`src/rtl/map_pixel_to_occupancy_macros.svh`:
```
// Assertion macros shared by the pixel-to-occupancy RTL.
`ifndef MAP_PIXEL_TO_OCCUPANCY_MACROS_SVH
`define MAP_PIXEL_TO_OCCUPANCY_MACROS_SVH

// Same-cycle implication, clocked by clk_i, quiet while rst_ni is low.
`define MPO_ASSERT_IMPL(lbl, ante, cons) \
  lbl: assert property (@(posedge clk_i) disable iff (!rst_ni) (ante) |-> (cons)) \
    else $error("same-cycle implication failed");

// Next-cycle implication, clocked by clk_i, quiet while rst_ni is low.
`define MPO_ASSERT_NEXT(lbl, ante, cons) \
  lbl: assert property (@(posedge clk_i) disable iff (!rst_ni) (ante) |=> (cons)) \
    else $error("next-cycle implication failed");

`endif

```
`src/rtl/mpo_pkg.sv`:
```
// Types, constants and register codes of the pixel-to-occupancy block.
package mpo_pkg;

  localparam int PixW     = 8;
  localparam int CoordW   = 12;
  localparam int DimW     = 13;
  localparam int ThrW     = 16;
  localparam int ModeW    = 2;
  localparam int OccW     = 8;
  localparam int CellW    = 24;
  localparam int ProdW    = 24;
  localparam int NumW     = 32;
  localparam int Num99W   = NumW - 1;
  localparam int DenW     = ProdW + 1;
  localparam int QuotW    = 7;
  localparam int CfgAddrW = 3;
  localparam int CfgDataW = 16;
  localparam int MaxDim   = 4096;

  localparam int ScaleGain = 99;
  localparam int RawGain   = 200;

  localparam logic [OccW-1:0] OccOccupied = OccW'(100);
  localparam logic [OccW-1:0] OccFree     = OccW'(0);
  localparam logic [OccW-1:0] OccUnknown  = '1;
  localparam logic [OccW-1:0] OccZeroSpan = OccW'(1);
  localparam logic [QuotW-1:0] ScaleMin   = QuotW'(1);
  localparam logic [QuotW-1:0] ScaleMax   = QuotW'(99);
  localparam logic [QuotW-1:0] RawMax     = QuotW'(100);

  typedef enum logic [ModeW-1:0] {
    MODE_TRINARY = 2'd0,
    MODE_SCALE   = 2'd1,
    MODE_RAW     = 2'd2
  } mode_e;

  typedef enum logic [CfgAddrW-1:0] {
    REG_MODE     = 3'd0,
    REG_INVERT   = 3'd1,
    REG_OCC_THR  = 3'd2,
    REG_FREE_THR = 3'd3,
    REG_PIX_MAX  = 3'd4,
    REG_WIDTH    = 3'd5,
    REG_HEIGHT   = 3'd6
  } cfg_reg_e;

  typedef struct packed {
    logic [ModeW-1:0] mode;
    logic             invert;
    logic [ThrW-1:0]  occ_thr;
    logic [ThrW-1:0]  free_thr;
    logic [PixW-1:0]  pix_max;
    logic [DimW-1:0]  width;
    logic [DimW-1:0]  height;
  } cfg_t;

  localparam cfg_t CfgReset = '{
    mode:     MODE_TRINARY,
    invert:   1'b0,
    occ_thr:  ThrW'(42598),
    free_thr: ThrW'(12845),
    pix_max:  PixW'(255),
    width:    DimW'(MaxDim),
    height:   DimW'(MaxDim)
  };

  // Decision flags and destination cell that ride alongside the divider.
  typedef struct packed {
    logic             above;
    logic             below;
    logic             span_zero;
    logic [CellW-1:0] cell_index;
  } side_t;

endpackage

```
`src/rtl/mpo_cfg.sv`:
```
// Configuration register file with dimension saturation.
module mpo_cfg (
  input  logic                         clk_i,
  input  logic                         rst_ni,
  input  logic                         cfg_we_i,
  input  logic [mpo_pkg::CfgAddrW-1:0] cfg_addr_i,
  input  logic [mpo_pkg::CfgDataW-1:0] cfg_data_i,
  output mpo_pkg::cfg_t                cfg_o
);
  import mpo_pkg::*;

  cfg_t             cfg_q, cfg_d;
  logic [DimW-1:0]  dim_raw;
  logic [DimW-1:0]  dim_sat;

  assign dim_raw = cfg_data_i[DimW-1:0];
  assign dim_sat = (dim_raw > DimW'(MaxDim)) ? DimW'(MaxDim) : dim_raw;

  always_comb begin
    cfg_d = cfg_q;
    if (cfg_we_i) begin
      unique case (cfg_addr_i)
        REG_MODE:     cfg_d.mode     = cfg_data_i[ModeW-1:0];
        REG_INVERT:   cfg_d.invert   = cfg_data_i[0];
        REG_OCC_THR:  cfg_d.occ_thr  = cfg_data_i[ThrW-1:0];
        REG_FREE_THR: cfg_d.free_thr = cfg_data_i[ThrW-1:0];
        REG_PIX_MAX:  cfg_d.pix_max  = cfg_data_i[PixW-1:0];
        REG_WIDTH:    cfg_d.width    = dim_sat;
        REG_HEIGHT:   cfg_d.height   = dim_sat;
        default:      cfg_d          = cfg_q;
      endcase
    end
  end

  always_ff @(posedge clk_i or negedge rst_ni) begin
    if (!rst_ni) begin
      cfg_q <= CfgReset;
    end else begin
      cfg_q <= cfg_d;
    end
  end

  assign cfg_o = cfg_q;

endmodule

```
`src/rtl/mpo_prep.sv`:
```
// Five-stage front end: pixel ratio terms, threshold compares, divider operands, cell index.
`include "map_pixel_to_occupancy_macros.svh"

module mpo_prep (
  input  logic                       clk_i,
  input  logic                       rst_ni,
  input  mpo_pkg::cfg_t              cfg_i,
  input  logic                       valid_i,
  output logic                       ready_o,
  input  logic [mpo_pkg::PixW-1:0]   pixel_i,
  input  logic [mpo_pkg::CoordW-1:0] col_i,
  input  logic [mpo_pkg::CoordW-1:0] row_i,
  output logic                       valid_o,
  input  logic                       ready_i,
  output logic [mpo_pkg::NumW-1:0]   num_o,
  output logic [mpo_pkg::DenW-1:0]   den_o,
  output mpo_pkg::side_t             side_o
);
  import mpo_pkg::*;

  localparam int Stages = 5;

  logic [Stages-1:0] vld_q;
  logic [Stages-1:0] en;

  // Stage 1: saturated pixel, numerator n, flipped row.
  logic [PixW-1:0]   m_eff, v_sat, n_val;
  logic [PixW-1:0]   s1_m_q, s1_n_q;
  logic [CellW-1:0]  s1_flip_q;
  logic [CoordW-1:0] s1_col_q;

  // Stage 2: threshold products, row offset.
  logic [PixW-1:0]   s2_m_q, s2_n_q;
  logic [ProdW-1:0]  s2_om_q, s2_fm_q;
  logic [CellW-1:0]  s2_prod_q;
  logic [CoordW-1:0] s2_col_q;

  // Stage 3: compares, scale numerator and span.
  logic [ProdW-1:0]  pn;
  logic [PixW-1:0]   s3_m_q, s3_n_q;
  logic [ProdW-1:0]  s3_diff_q;
  logic [ThrW-1:0]   s3_span_q;
  logic              s3_above_q, s3_below_q, s3_zero_q;
  logic [CellW-1:0]  s3_cell_q;

  // Stage 4: scaled numerator and denominator.
  logic [PixW-1:0]   s4_m_q, s4_n_q;
  logic [Num99W-1:0] s4_num99_q;
  logic [ProdW-1:0]  s4_den_q;
  side_t             s4_side_q;

  // Stage 5: divider operands for the selected mode.
  logic [NumW-1:0]   s5_num_q;
  logic [DenW-1:0]   s5_den_q;
  side_t             s5_side_q;

  // Advance a stage when it is empty or its successor advances.
  assign en[Stages-1] = !vld_q[Stages-1] || ready_i;
  for (genvar k = 0; k < Stages - 1; k++) begin : g_en
    assign en[k] = !vld_q[k] || en[k+1];
  end

  always_ff @(posedge clk_i or negedge rst_ni) begin
    if (!rst_ni) begin
      vld_q <= '0;
    end else begin
      if (en[0]) vld_q[0] <= valid_i;
      for (int k = 1; k < Stages; k++) begin
        if (en[k]) vld_q[k] <= vld_q[k-1];
      end
    end
  end

  assign m_eff = (cfg_i.pix_max == '0) ? PixW'(1) : cfg_i.pix_max;
  assign v_sat = (pixel_i > m_eff) ? m_eff : pixel_i;
  assign n_val = cfg_i.invert ? v_sat : m_eff - v_sat;
  assign pn    = {s2_n_q, {(ProdW - PixW){1'b0}}};

  always_ff @(posedge clk_i) begin
    if (en[0]) begin
      s1_m_q    <= m_eff;
      s1_n_q    <= n_val;
      s1_flip_q <= CellW'(cfg_i.height) - CellW'(1) - CellW'(row_i);
      s1_col_q  <= col_i;
    end
    if (en[1]) begin
      s2_m_q    <= s1_m_q;
      s2_n_q    <= s1_n_q;
      s2_om_q   <= ProdW'(cfg_i.occ_thr) * ProdW'(s1_m_q);
      s2_fm_q   <= ProdW'(cfg_i.free_thr) * ProdW'(s1_m_q);
      s2_prod_q <= s1_flip_q * CellW'(cfg_i.width);
      s2_col_q  <= s1_col_q;
    end
    if (en[2]) begin
      s3_m_q     <= s2_m_q;
      s3_n_q     <= s2_n_q;
      s3_above_q <= pn > s2_om_q;
      s3_below_q <= pn < s2_fm_q;
      s3_zero_q  <= cfg_i.occ_thr <= cfg_i.free_thr;
      s3_diff_q  <= pn - s2_fm_q;
      s3_span_q  <= cfg_i.occ_thr - cfg_i.free_thr;
      s3_cell_q  <= s2_prod_q + CellW'(s2_col_q);
    end
    if (en[3]) begin
      s4_m_q               <= s3_m_q;
      s4_n_q               <= s3_n_q;
      s4_num99_q           <= Num99W'(s3_diff_q) * Num99W'(ScaleGain);
      s4_den_q             <= ProdW'(s3_m_q) * ProdW'(s3_span_q);
      s4_side_q.above      <= s3_above_q;
      s4_side_q.below      <= s3_below_q;
      s4_side_q.span_zero  <= s3_zero_q;
      s4_side_q.cell_index <= s3_cell_q;
    end
    if (en[4]) begin
      if (cfg_i.mode == MODE_RAW) begin
        // Round half up: (200 n + m) / (2 m).
        s5_num_q <= NumW'(s4_n_q) * NumW'(RawGain) + NumW'(s4_m_q);
        s5_den_q <= DenW'({s4_m_q, 1'b0});
      end else begin
        // Round half up: (2 num + den) / (2 den).
        s5_num_q <= {s4_num99_q, 1'b0} + NumW'(s4_den_q);
        s5_den_q <= {s4_den_q, 1'b0};
      end
      s5_side_q <= s4_side_q;
    end
  end

  assign ready_o = en[0];
  assign valid_o = vld_q[Stages-1];
  assign num_o   = s5_num_q;
  assign den_o   = s5_den_q;
  assign side_o  = s5_side_q;

  `MPO_ASSERT_IMPL(a_prep_full_stall, (&vld_q) && !ready_i, !ready_o)
  `MPO_ASSERT_IMPL(a_prep_bubble_ready, !vld_q[0], ready_o)

endmodule

```
`src/rtl/mpo_divider.sv`:
```
// Pipelined restoring divider, one quotient bit per stage, with sideband.
`include "map_pixel_to_occupancy_macros.svh"

module mpo_divider (
  input  logic                      clk_i,
  input  logic                      rst_ni,
  input  logic                      valid_i,
  output logic                      ready_o,
  input  logic [mpo_pkg::NumW-1:0]  num_i,
  input  logic [mpo_pkg::DenW-1:0]  den_i,
  input  mpo_pkg::side_t            side_i,
  output logic                      valid_o,
  input  logic                      ready_i,
  output logic [mpo_pkg::QuotW-1:0] quot_o,
  output mpo_pkg::side_t            side_o
);
  import mpo_pkg::*;

  localparam int DshW = NumW + 1;

  logic [QuotW-1:0] vld_q;
  logic [QuotW-1:0] en;

  logic [NumW-1:0]  rem_q  [QuotW];
  logic [DenW-1:0]  den_q  [QuotW];
  logic [QuotW-1:0] quot_q [QuotW];
  side_t            side_q [QuotW];

  logic [NumW-1:0]  rem_in  [QuotW];
  logic [DenW-1:0]  den_in  [QuotW];
  logic [QuotW-1:0] quot_in [QuotW];
  side_t            side_in [QuotW];
  logic [QuotW-1:0] vld_in;

  for (genvar j = 0; j < QuotW; j++) begin : g_stage
    localparam int K = QuotW - 1 - j;

    logic [DshW-1:0] dsh;
    logic            take;

    if (j == 0) begin : g_first
      assign rem_in[j]  = num_i;
      assign den_in[j]  = den_i;
      assign quot_in[j] = '0;
      assign side_in[j] = side_i;
      assign vld_in[j]  = valid_i;
    end else begin : g_next
      assign rem_in[j]  = rem_q[j-1];
      assign den_in[j]  = den_q[j-1];
      assign quot_in[j] = quot_q[j-1];
      assign side_in[j] = side_q[j-1];
      assign vld_in[j]  = vld_q[j-1];
    end

    if (j == QuotW - 1) begin : g_en_last
      assign en[j] = !vld_q[j] || ready_i;
    end else begin : g_en_mid
      assign en[j] = !vld_q[j] || en[j+1];
    end

    // Trial subtract of the divisor aligned to quotient bit K.
    assign dsh  = DshW'(den_in[j]) << K;
    assign take = {1'b0, rem_in[j]} >= dsh;

    always_ff @(posedge clk_i or negedge rst_ni) begin
      if (!rst_ni) begin
        vld_q[j] <= 1'b0;
      end else if (en[j]) begin
        vld_q[j] <= vld_in[j];
      end
    end

    always_ff @(posedge clk_i) begin
      if (en[j]) begin
        rem_q[j]     <= take ? rem_in[j] - dsh[NumW-1:0] : rem_in[j];
        den_q[j]     <= den_in[j];
        quot_q[j]    <= quot_in[j] | (QuotW'(take) << K);
        side_q[j]    <= side_in[j];
      end
    end
  end

  assign ready_o = en[0];
  assign valid_o = vld_q[QuotW-1];
  assign quot_o  = quot_q[QuotW-1];
  assign side_o  = side_q[QuotW-1];

  `MPO_ASSERT_IMPL(a_div_full_stall, (&vld_q) && !ready_i, !ready_o)
  `MPO_ASSERT_NEXT(a_div_hold, valid_o && !ready_i,
                   valid_o && $stable(quot_o) && $stable(side_o))

endmodule

```
`src/rtl/map_pixel_to_occupancy.sv`:
```
// Top level: pixel to occupancy-grid cell converter with stream ports.
// Usage
//   Slave stream s_axis carries one map pixel per transaction: gray value,
//   source column and source row (top row zero). Master stream m_axis
//   returns exactly one transaction per input: the occupancy value
//   (-1 unknown, 0 free, 1..99 partial, 100 occupied) and the grid index
//   of the vertically flipped cell, (height - 1 - row) * width + column,
//   wrapped to 24 bits.
//   The cfg port writes one register per cycle with cfg_we_i high; write
//   it only while no transaction is in flight.
// Timing
//   Thirteen register stages: five front-end stages (multiplies, compares,
//   divider operands), seven divider stages that each resolve one quotient
//   bit, and the output register. One pixel per cycle is sustained while
//   m_axis_tready stays high.
// Reset and stall
//   rst_ni clears every stage valid bit and loads the register defaults.
//   Each stage advances while it is empty or its successor advances, so a
//   stalled receiver holds its result while bubbles upstream still fill;
//   s_axis_tready drops only when every stage holds a transaction.
module map_pixel_to_occupancy (
  input  logic                         clk_i,
  input  logic                         rst_ni,
  // Slave stream
  input  logic                         s_axis_tvalid,
  output logic                         s_axis_tready,
  input  logic [31:0]                  s_axis_tdata,  // pixel_value, src_column, src_row
  // Master stream
  output logic                         m_axis_tvalid,
  input  logic                         m_axis_tready,
  output logic [31:0]                  m_axis_tdata,  // occupancy, cell_index
  // Configuration write port
  input  logic                         cfg_we_i,
  input  logic [mpo_pkg::CfgAddrW-1:0] cfg_addr_i,
  input  logic [mpo_pkg::CfgDataW-1:0] cfg_data_i
);
  import mpo_pkg::*;

  cfg_t             cfg;

  logic             prep_valid, prep_ready;
  logic [NumW-1:0]  prep_num;
  logic [DenW-1:0]  prep_den;
  side_t            prep_side;

  logic             div_valid, div_ready;
  logic [QuotW-1:0] div_quot;
  side_t            div_side;

  logic             out_valid_q;
  logic [OccW-1:0]  occ_q, occ_d;
  logic [CellW-1:0] cell_q;
  logic             out_en;

  mpo_cfg u_cfg (
    .clk_i      (clk_i),
    .rst_ni     (rst_ni),
    .cfg_we_i   (cfg_we_i),
    .cfg_addr_i (cfg_addr_i),
    .cfg_data_i (cfg_data_i),
    .cfg_o      (cfg)
  );

  mpo_prep u_prep (
    .clk_i   (clk_i),
    .rst_ni  (rst_ni),
    .cfg_i   (cfg),
    .valid_i (s_axis_tvalid),
    .ready_o (s_axis_tready),
    .pixel_i (s_axis_tdata[PixW-1:0]),
    .col_i   (s_axis_tdata[PixW+CoordW-1:PixW]),
    .row_i   (s_axis_tdata[PixW+2*CoordW-1:PixW+CoordW]),
    .valid_o (prep_valid),
    .ready_i (prep_ready),
    .num_o   (prep_num),
    .den_o   (prep_den),
    .side_o  (prep_side)
  );

  mpo_divider u_div (
    .clk_i   (clk_i),
    .rst_ni  (rst_ni),
    .valid_i (prep_valid),
    .ready_o (prep_ready),
    .num_i   (prep_num),
    .den_i   (prep_den),
    .side_i  (prep_side),
    .valid_o (div_valid),
    .ready_i (div_ready),
    .quot_o  (div_quot),
    .side_o  (div_side)
  );

  // Output register loads whenever it is empty or being drained.
  assign out_en    = !out_valid_q || m_axis_tready;
  assign div_ready = out_en;

  // Pick the occupancy code for the configured mode.
  always_comb begin
    occ_d = OccUnknown;
    unique case (cfg.mode)
      MODE_TRINARY: begin
        if (div_side.above)      occ_d = OccOccupied;
        else if (div_side.below) occ_d = OccFree;
        else                     occ_d = OccUnknown;
      end
      MODE_SCALE: begin
        if (div_side.above)          occ_d = OccOccupied;
        else if (div_side.below)     occ_d = OccFree;
        else if (div_side.span_zero) occ_d = OccZeroSpan;
        else if (div_quot < ScaleMin) occ_d = OccW'(ScaleMin);
        else if (div_quot > ScaleMax) occ_d = OccW'(ScaleMax);
        else                         occ_d = OccW'(div_quot);
      end
      MODE_RAW: begin
        occ_d = (div_quot > RawMax) ? OccW'(RawMax) : OccW'(div_quot);
      end
      default: occ_d = OccUnknown;
    endcase
  end

  always_ff @(posedge clk_i or negedge rst_ni) begin
    if (!rst_ni) begin
      out_valid_q <= 1'b0;
    end else if (out_en) begin
      out_valid_q <= div_valid;
    end
  end

  // Hold payload while the receiver stalls.
  always_ff @(posedge clk_i) begin
    if (out_en) begin
      occ_q  <= occ_d;
      cell_q <= div_side.cell_index;
    end
  end

  assign m_axis_tvalid = out_valid_q;
  assign m_axis_tdata  = {cell_q, occ_q};

  `MPO_ASSERT_IMPL(a_occ_range, m_axis_tvalid,
                   ($signed(occ_q) >= -8'sd1) && ($signed(occ_q) <= 8'sd100))
  `MPO_ASSERT_NEXT(a_out_hold, m_axis_tvalid && !m_axis_tready,
                   m_axis_tvalid && $stable(occ_q) && $stable(cell_q))

endmodule
```
`config.mk`:
```
export PLATFORM = sky130hd
export DESIGN_NAME = map_pixel_to_occupancy
export DESIGN_NICKNAME = d
export VERILOG_FILES = /design/src/rtl/mpo_pkg.sv /design/src/rtl/mpo_cfg.sv /design/src/rtl/mpo_prep.sv /design/src/rtl/mpo_divider.sv /design/src/rtl/map_pixel_to_occupancy.sv
export VERILOG_INCLUDE_DIRS = /design/src /design/src/rtl
export SDC_FILE = /design/constraint.sdc
export NUM_CORES = 2
export LEC_CHECK = 0
export BUFFER_PORTS_ARGS = -buffer_cell sky130_fd_sc_hd__buf_2
export CAP_MARGIN = 20
export CORE_MARGIN = 1.5
export CORE_UTILIZATION = 44
export DETAILED_ROUTE_END_ITERATION = 10
export PLACE_DENSITY = 0.58
export SETUP_SLACK_MARGIN = 0.02
export SLEW_MARGIN = 20
export SYNTH_ARGS = -nofsm -noshare
export SYNTH_HDL_FRONTEND = slang
export SYNTH_SLANG_ARGS = --single-unit
```
`constraint.sdc`:
```
create_clock -name clk_i -period 12.1 [get_ports clk_i]
set_clock_uncertainty 0.15 [all_clocks]
set_input_delay 2.42 -clock clk_i [delete_from_list [all_inputs] [get_ports clk_i]]
set_output_delay 2.42 -clock clk_i [all_outputs]
set_load 0.02 [all_outputs]
```
==> flow_metrics.env <==
export IMPL_crit_type="in -> out"
export IMPL_cp_top_family="simple AND/OR/NAND/NOR gates"
export IMPL_synthFlopType="edfxtp_1"
export IMPL_wl_met1_microns=62800
export IMPL_max_cap_violations=0
export IMPL_finalMaxSlewViolations=0
export IMPL_synth_seq_cells=1076
export IMPL_antenna_found_initial=3
export IMPL_cp_start_kind="primary input"
export IMPL_syn_inst=6379
export IMPL_die_area_sq_um=165000
export IMPL_clock_sinks=1076
export IMPL_hold_viol=0
export IMPL_routedWlPerCell_microns=16.2
export IMPL_die_x_microns=406
export IMPL_cts_resized=0
export IMPL_reg2reg_slack_ns=5.61
export IMPL_wl_met3_microns=4380
export IMPL_cp_data_required_time_ns=9.53
export IMPL_start_util=0.444
export IMPL_gr_total_overflow=0
export IMPL_max_slew_worst_pin_slew_ns=1.06
export IMPL_rows=147
export IMPL_clk_pin_slew_ns=0.06
export IMPL_cp_arrival_ns=5.87
export IMPL_crit_chain="buf_2 -> nor2b_1 -> nand2_2 -> nor2_1 -> nand2_4 -> nor2_1 -> and2_1 -> nand4_1 -> buf_4 -> buf_2"
export IMPL_cts_buffers=112
export IMPL_via_count=44070
export IMPL_gp_congestion=0.853
export IMPL_drtIter0Drc=1781
export IMPL_rsz0062_at_grt="no"
export IMPL_critPathMaxStageDelay_ns=0.65
export IMPL_tns_ns=0
export IMPL_area_delta_synth_final_pct=9.37
export IMPL_synth_edf_count=994
export IMPL_post_cts_buffers=0
export IMPL_synthTopCellsByCount="994 x edfxtp_1, 990 x inv_1, 578 x nand2_1"
export IMPL_reg2reg_to="u_prep.s2_prod_q[22]"
export IMPL_cts_tree="yes"
export IMPL_insertion_delay_ns=0.74
export IMPL_postRouteAntennaNets=0
export IMPL_synth_nets=7469
export IMPL_fmax_ghz=0.118
export IMPL_r2r_start="u_cfg.cfg_o[17]"
export IMPL_final_min_clock_period_ns=8.44
export IMPL_hold_buffers=0
export IMPL_grt_max_degree=86
export IMPL_cts_root_buf="clkbuf_16"
export IMPL_path_max_fanout=54
export IMPL_viasPerCell=5.05
export IMPL_critical_path_slowest_cell="nor2_1"
export IMPL_top_layer_used="met5"
export IMPL_hold_class="reg -> reg"
export IMPL_ff2ff_path_depth=15
export IMPL_pin_count=90
export IMPL_slew_headroom=0.293
export IMPL_yosys_warnings=0
export IMPL_worstHoldStart="u_prep.s3_cell_q[16]"
export IMPL_dr_wl_met2_microns=69700
export IMPL_synth_area_leader_cell="edfxtp_1"
export IMPL_htreeDepth=3
export IMPL_clockBufferDepth=3
export IMPL_drc=0
export IMPL_core_area_sq_um=161000
export IMPL_grtUsageTotal=0.175
export IMPL_die_h_microns=406
export IMPL_synth_area_leaders="edfxtp_1 42%, fa_1 13%, ha_1 9.8%"
export IMPL_synth_area_sq_um=71500
export IMPL_dr_pass1_iters=5
export IMPL_cp_end_kind="output pin"
export IMPL_drive_gt1_frac=0.0669
export IMPL_finalSetupViolations=0
export IMPL_async_flop_share=0.0762
export IMPL_min_to="u_prep.s4_side_q[16]"
export IMPL_yosysMostFrequentCell="edfxtp_1"
export IMPL_grt_pass1_wl_microns=233000
export IMPL_drt_total_wl_microns=141000
export IMPL_seq_area_frac_synth=0.446
export IMPL_hold_depth=0
export IMPL_status="finished, final reports clean"
export IMPL_critPathBufInv=3
export IMPL_layout_nets=7554
export IMPL_synth_avg_cell_area_sq_um=11.2
export IMPL_place_hpwl_microns=108000
export IMPL_grt_pass1_vias=45772
export IMPL_period_share=0.697
export IMPL_yosysUniqueCellTypes=90
export IMPL_portBuffers=89
export IMPL_netlist_area_leader_share=0.417
-- routing by layer --
| layer | global-route usage | vias to the layer above |
|---|---|---|
| li1 | - | 21780 |
| met5 | 0 | - |
| met1 | 0.222 | 21422 |
| met2 | 0.308 | 638 |
| met3 | 0.0242 | 228 |
| met4 | 0.0523 | 2 |
-- layout by cell type, fill, tap and decap left out, types with 19 or more instances in the layout --
| cell type | n |
|---|---|
| xnor2_1 | 240 |
| nand4_1 | 34 |
| clkbuf_1 | 24 |
| buf_2 | 88 |
| nor3_1 | 80 |
| xor2_1 | 128 |
| o211ai_1 | 19 |
| a211oi_1 | 29 |
| o21ai_0 | 269 |
| mux2_2 | 75 |
| dfrtp_1 | 57 |
| edfxtp_1 | 994 |
| nor2b_1 | 56 |
| fa_1 | 472 |
| and3_1 | 29 |
| nand3_1 | 71 |
| clkbuf_16 | 114 |
| o21bai_1 | 29 |
| dfstp_2 | 25 |
| buf_4 | 32 |
| nor2_1 | 258 |
| a21o_1 | 109 |
| clkinv_1 | 30 |
| ha_1 | 562 |
| nand2b_1 | 66 |
| a31oi_1 | 24 |
| nand2_1 | 575 |
| nor4_1 | 25 |
| inv_1 | 987 |
| and2_1 | 378 |
| or3_1 | 28 |
| a21oi_1 | 286 |
| o21a_1 | 63 |
-- final cells by class --
class | count | area, sq um
antenna | 1 | 2.50
clock buffer | 140 | 2970
clock inverter | 68 | 806
fill | 14546 | 82700
inverter | 990 | 3720
multi-input combinational | 4163 | 35400
sequential | 1076 | 31900
tap | 2160 | 2700
timing repair buffer | 121 | 708
-- logic make-up (layout without fill, tap and decap cells) --
group           Yosys count  count (layout)  synth area share
mux                      86              86            0.0133
fa+ha+maj              1034            1034             0.230
compound gates          995             995            0.0878
simple gates           1680            1680             0.117
buf+inv                1140            1319            0.0602
xor+xnor                368             368            0.0451
flops                  1076            1076             0.446
other cells               0               1                 0
-- flip-flops by register name (all words and copies together) (netlist names), 23 cells and up --
name / cells
u_div.rem_q: 192
u_div.side_q: 189
u_div.den_q: 138
u_cfg.cfg_o: 69
u_prep.num_o: 32
u_prep.s4_num99_q: 31
u_div.quot_q: 28
u_prep.s4_side_q: 27
u_prep.side_o: 27
cell_q: 24
u_prep.s1_flip_q: 24
u_prep.s2_fm_q: 24
u_prep.s2_om_q: 24
u_prep.s2_prod_q: 24
u_prep.s3_cell_q: 24
u_prep.s3_diff_q: 24
u_prep.s4_den_q: 24
u_prep.den_o: 23
-- worst register-to-register path, stage by stage (launching register included) --
cell,delay [ns]
dfrtp_1,0.93
nand2_1,0.20
fa_1,0.53
fa_1,0.51
inv_1,0.06
fa_1,0.58
fa_1,0.44
fa_1,0.44
ha_1,0.35
a21o_1,0.17
a2111oi_0,0.73
o21ai_0,0.30
a311oi_1,0.30
nor2_1,0.11
o41ai_1,0.32
xnor2_1,0.10
-- worst max path at each step --
stage                       start            end  slack [ns]  depth (start not counted)
CTS                 m_axis_tready  s_axis_tready        3.54                         10
global route        m_axis_tready  s_axis_tready        3.28                         10
floorplan           m_axis_tready  s_axis_tready        1.90                          7
detailed placement  m_axis_tready  s_axis_tready        3.55                         10
global placement    m_axis_tready  s_axis_tready        3.59                         10
finish              m_axis_tready  s_axis_tready        3.66                         10
-- through the flow --
stage	area, sq um	hold slack (ns)	cells	utilization	setup slack, ns
2_1_floorplan	71500	0.250	6379	-	1.90
3_3_place_gp	74400	0.251	8509	0.462	3.59
3_5_place_dp	74400	0.255	8509	0.462	3.55
4_1_cts	78200	0.233	8717	0.486	3.54
5_1_grt	78200	0.241	8718	0.486	3.28
6_report	78200	0.236	8719	0.486	3.66
Power is not shown: default switching activity piles up to over one toggle a cycle in this logic, so the estimate is an artifact.
